`src/bbg_pkg.sv`:
```
// shared constants, register codes and types for the bayer to gray block
`default_nettype none

package bbg_pkg;

   localparam int PIX_W         = 8;
   localparam int CSR_W         = 11;
   localparam int CSR_IDX_W     = 1;
   localparam int ROW_W         = 10;
   localparam int MAX_WIDTH_DEF = 1024;
   localparam int HEIGHT_MAX    = 1024;
   localparam int DIM_MIN       = 3;

   localparam logic [CSR_W-1:0] LINE_WIDTH_RST   = CSR_W'(320);
   localparam logic [CSR_W-1:0] FRAME_HEIGHT_RST = CSR_W'(200);

   // luma weights in 0.8 fixed point (they sum to 256)
   localparam logic [7:0] W_RED   = 8'd77;
   localparam logic [7:0] W_GREEN = 8'd150;
   localparam logic [7:0] W_BLUE  = 8'd29;

   typedef enum logic [CSR_IDX_W-1:0] {
      REG_LINE_WIDTH   = 1'b0,
      REG_FRAME_HEIGHT = 1'b1
   } reg_index_type;

   // per-pixel control carried alongside the sample
   typedef struct packed {
      logic interior;
      logic x_odd;
      logic y_odd;
      logic last;
   } pix_flags_type;

   typedef struct packed {
      logic [PIX_W-1:0] r;
      logic [PIX_W-1:0] g;
      logic [PIX_W-1:0] b;
      logic             last;
   } rgb_type;

endpackage

`default_nettype wire

```
`src/bbg_luma.sv`:
```
// input stage register, weighted luma sum and output register
`default_nettype none

module bbg_luma
   import bbg_pkg::*;
(
   input  wire logic             clock,
   input  wire logic             reset,
   input  wire logic             rgb_valid,
   input  wire rgb_type          rgb_data,
   output logic                  rgb_ready,
   output logic                  out_valid,
   output logic [PIX_W-1:0]      out_gray,
   output logic                  out_last,
   input  wire logic             out_ready
);

   logic             stage_valid_ff;
   rgb_type          stage_ff;
   logic             out_valid_ff;
   logic [PIX_W-1:0] gray_ff;
   logic             last_ff;

   logic             out_free, advance;
   logic [15:0]      luma_sum;

   assign out_free  = !out_valid_ff || out_ready;
   assign advance   = stage_valid_ff && out_free;
   assign rgb_ready = !stage_valid_ff || out_free;

   // weights sum to 256, so the total never leaves 16 bits
   assign luma_sum = 16'(W_RED) * 16'(stage_ff.r) + 16'(W_GREEN) * 16'(stage_ff.g)
                   + 16'(W_BLUE) * 16'(stage_ff.b);

   always_ff @(posedge clock) begin
      if (reset) begin
         stage_valid_ff <= 1'b0;
         out_valid_ff   <= 1'b0;
      end else begin
         if (rgb_valid) begin
            stage_valid_ff <= 1'b1;
         end else if (advance) begin
            stage_valid_ff <= 1'b0;
         end
         if (advance) begin
            out_valid_ff <= 1'b1;
         end else if (out_ready) begin
            out_valid_ff <= 1'b0;
         end
      end
   end

   always_ff @(posedge clock) begin
      if (rgb_valid) begin
         stage_ff <= rgb_data;
      end
      if (advance) begin
         gray_ff <= luma_sum[15:8];
         last_ff <= stage_ff.last;
      end
   end

   assign out_valid = out_valid_ff;
   assign out_gray  = gray_ff;
   assign out_last  = last_ff;

endmodule

`default_nettype wire

```
`config.mk`:
```
export PLATFORM = sky130hd
export DESIGN_NAME = bbg_luma
export DESIGN_NICKNAME = d
export VERILOG_FILES = /design/src/bbg_pkg.sv /design/src/bbg_luma.sv
export SDC_FILE = /design/constraint.sdc
export NUM_CORES = 1
export LEC_CHECK = 0
export ABC_AREA = 1
export BUFFER_PORTS_ARGS = -buffer_cell sky130_fd_sc_hd__buf_2
export CAP_MARGIN = 20
export CELL_PAD_IN_SITES_DETAIL_PLACEMENT = 1
export CELL_PAD_IN_SITES_GLOBAL_PLACEMENT = 2
export CORE_ASPECT_RATIO = 0.5
export CORE_MARGIN = 2
export CORE_UTILIZATION = 40
export CTS_BUF_LIST = sky130_fd_sc_hd__clkbuf_8
export CTS_CLUSTER_SIZE = 25
export DETAILED_ROUTE_END_ITERATION = 8
export PLACE_DENSITY_LB_ADDON = 0.1
export SKIP_CTS_REPAIR_TIMING = 1
export SLEW_MARGIN = 0
export SYNTH_ARGS = -nofsm -noshare
export SYNTH_HDL_FRONTEND = slang
export SYNTH_SLANG_ARGS = --single-unit
```
`constraint.sdc`:
```
create_clock -name clock -period 7.25 [get_ports clock]
set_input_delay 1.0875 -clock clock [delete_from_list [all_inputs] [get_ports clock]]
set_output_delay 1.0875 -clock clock [all_outputs]
set_load 0.1 [all_outputs]
```
==> results.sh <==
export IMPL_outcome="completed"
export IMPL_report_final_setup_viol=0
export IMPL_syn_area_per_cell_sq_um=9.639
export IMPL_post_synth_top_count_cell="inv_1"
export IMPL_r2r_end="out_gray[7]$_DFFE_PP_"
export IMPL_fin_crit_sh_pct=87.61
export IMPL_setup_repair_after_global_routing_missed_its_margin="false"
export IMPL_die_area_sq_mm=0.01214
export IMPL_pre_repair_dr_iteration_count=4
export IMPL_synth_top_area_share_pct=24.51
export IMPL_fin_cells=658
export IMPL_timing_reg2reg_setup_slack_ns=0.90
export IMPL_timing_reg2reg_worst_path_depth=26
export IMPL_grt_most_used_layer="met2"
export IMPL_grt_pass1_vias=3614
export IMPL_holdCritStartpoint="stage_ff[0]$_DFFE_PP_"
export IMPL_worst_slew_pin_transition_ns=0.9488
export IMPL_drt_first_iter_violations=46
export IMPL_final_layout_size_suffix_gt1_share_pct=10.92
export IMPL_critical_register_to_register_path_startpoint="stage_ff[12]$_DFFE_PP_"
export IMPL_clock_latency_ns=0.31
export IMPL_worst_hold_path_endpoint="out_last$_DFFE_PP_"
export IMPL_critical_path_required_ns=7.33
export IMPL_placed_cells=650
export IMPL_cell_with_the_largest_stage_delay_on_the_worst_path="fa_1"
export IMPL_slew_viol_final=0
export IMPL_setup_worst_path_end_class="flip-flop"
export IMPL_data_arrival_time_of_the_critical_path_ns=6.43
export IMPL_cts_root_buf="clkbuf_8"
export IMPL_timing_worst_setup_path_type="reg -> reg"
export IMPL_synth_yosys_warnings=0
export IMPL_detail_route_drc_violations=0
export IMPL_grt_use_met1_pct=24.42
export IMPL_cts_max_path_buffers=2
export IMPL_routabilityCongestion=0.7612
export IMPL_min_delay_path_class="reg -> reg"
export IMPL_synth_top_cells_by_count="inv_1 (116), ha_1 (84), nand2_1 (75), fa_1 (55), edfxtp_1 (34)"
export IMPL_biggest_cell_delay_along_the_critical_path_ns=0.54
export IMPL_timing_critical_path_buf_inv=5
export IMPL_proportion_of_synthesized_chip_area_in_sequential_cells_pct=23.62
export IMPL_area_growth_pct=10.86
export IMPL_fin_tns_setup_ns=0
export IMPL_diodes=0
export IMPL_groute_layer_met3_usage_pct=4.640
export IMPL_io_buffers=39
export IMPL_clk_pin_slew_worst_paths_ns=0.09
export IMPL_max_slew_margin_rel_pct=36.75
export IMPL_grt_antenna_before_repair=0
export IMPL_setup_slack_ns=0.8986
export IMPL_route_detailed_vias_per_inst=4.723
export IMPL_grt_met2_usage_pct=31.85
export IMPL_global_route_overflow_total=0
export IMPL_routed_wire_length_per_instance_microns=14.88
export IMPL_max_cap_violations=0
export IMPL_htree_levels=2
export IMPL_max_clock_freq_mhz=157.4
export IMPL_pre_cts_slack_ns=0.8840
export IMPL_total_count_of_hold_check_failures_in_the_final_report=0
export IMPL_route_final_wire_length_mm=9.788
export IMPL_floorplan_die_width_microns=153.9
export IMPL_core_rowCount=27
export IMPL_hold_path_depth=0
export IMPL_cts_tree="done"
export IMPL_critical_path_top_delay_family="adder cells"
export IMPL_io_pins=40
export IMPL_synthTopCellsByArea="fa_1 (25%), ha_1 (23%), edfxtp_1 (23%)"
export IMPL_synth_cell_types=24
export IMPL_tritoncts_buffer_count=5
export IMPL_final_net_count=680
export IMPL_grt_start_max_net_pins=27
export IMPL_grt_pass1_wl_mm=17.26
export IMPL_crit_path_max_fanout=5
export IMPL_finalInstanceArea_sq_mm=0.004980
export IMPL_predominant_post_synthesis_flop_cell="edfxtp_1"
export IMPL_worstSetupStartpointType="flip-flop"
export IMPL_num_vias=3108
export IMPL_number_of_synthesized_flops_with_an_enable_pin=34
export IMPL_async_flop_share_pct=0
export IMPL_postSynthCellCount=466
export IMPL_fin_skew_ns=0.005655
export IMPL_placed_cell_area_sq_mm=0.004868
export IMPL_fillCellCount=1287
export IMPL_floorplan_initialDensity_pct=40.91
export IMPL_drtAntennaViolNets=0
export IMPL_synthesis_nets=634
export IMPL_postSynthRegisterBits=36
export IMPL_synth_area_sq_mm=0.004492
export IMPL_clkSinkCount=36
export IMPL_fp_dieH_microns=78.93
export IMPL_period_minus_slack_ns=6.351
export IMPL_grt_util_all_layers_pct=18.66
export IMPL_fp_coreArea_sq_mm=0.01098
export IMPL_hpwl_mm=8.484
export IMPL_yosysTopAreaCell="fa_1"
placed cells by master, fill, tap and decap left out, types with 2 or more instances in the layout:
cell type and count:
a21oi_2 2, dfxtp_1 2, xnor2_1 4, nand3_1 22
nand2_1 75, a21oi_1 21, o21ai_1 2, fa_1 55
xor2_1 8, inv_1 116, a21o_1 3, o21ai_0 2
nor2_1 21, edfxtp_1 34, nand4_1 2, buf_2 39
o21bai_1 3, clkbuf_8 5, ha_1 84, nand2_2 4
logic make-up (layout without fill, tap and decap cells):
kind of cell | Yosys count | in the layout | share of synthesized area [%]
compound gates | 34 | 34 | 4.318
fa+ha+maj | 139 | 139 | 47.91
simple gates | 129 | 129 | 12.12
flops | 36 | 36 | 23.62
xor+xnor | 12 | 12 | 2.340
buf+inv | 116 | 163 | 9.694
routing by layer:
| layer | wire [microns] | part of all wire (%) | up-vias |
|---|---|---|---|
| met5 | 0 | 0 | - |
| met4 | 106 | 1.1 | 0 |
| met3 | 420 | 4.3 | 12 |
| met2 | 4267 | 44 | 40 |
| met1 | 4993 | 51 | 1498 |
| li1 | - | - | 1558 |
area by class of cell:
cell class	instances	area, sq um	share of cell area (%)
Multi-Input combinational cell	314	2995	60.15
Clock buffer	5	68.82	1.382
Tap cell	145	181.4	3.643
Sequential cell	36	1061	21.31
Timing Repair Buffer	39	195.2	3.920
Clock inverter	3	42.54	0.8543
Inverter	116	435.4	8.744
through the flow:
| step | hold slack [ns] | utilization, % |
|---|---|---|
| 6_report | 0.4339 | 45.36 |
| 5_1_grt | 0.4377 | 45.36 |
| 4_1_cts | 0.4375 | 45.36 |
| 3_5_place_dp | 0.4173 | 44.34 |
| 3_3_place_gp | 0.4058 | 44.34 |
| 2_1_floorplan | 0.4003 | - |
flip-flops by register name, summed over array words and instances (netlist names):
signal          cells
stage_ff           25
out_gray            8
out_last            1
out_valid           1
stage_valid_ff      1
worst max-delay path by stage:
stage          cells past startpoint                     to                    from  slack (ns)
2_1_floorplan                     26  out_gray[7]$_DFFE_PP_  stage_ff[14]$_DFFE_PP_        1.34
3_3_place_gp                      26  out_gray[7]$_DFFE_PP_  stage_ff[12]$_DFFE_PP_         1.0
3_5_place_dp                      26  out_gray[7]$_DFFE_PP_  stage_ff[12]$_DFFE_PP_        0.88
4_1_cts                           26  out_gray[7]$_DFFE_PP_  stage_ff[12]$_DFFE_PP_        0.85
5_1_grt                           29  out_gray[7]$_DFFE_PP_  stage_ff[12]$_DFFE_PP_        0.41
6_report                          26  out_gray[7]$_DFFE_PP_  stage_ff[12]$_DFFE_PP_        0.90
Power is not shown: default switching activity piles up to over one toggle a cycle in this logic, so the estimate is an artifact.
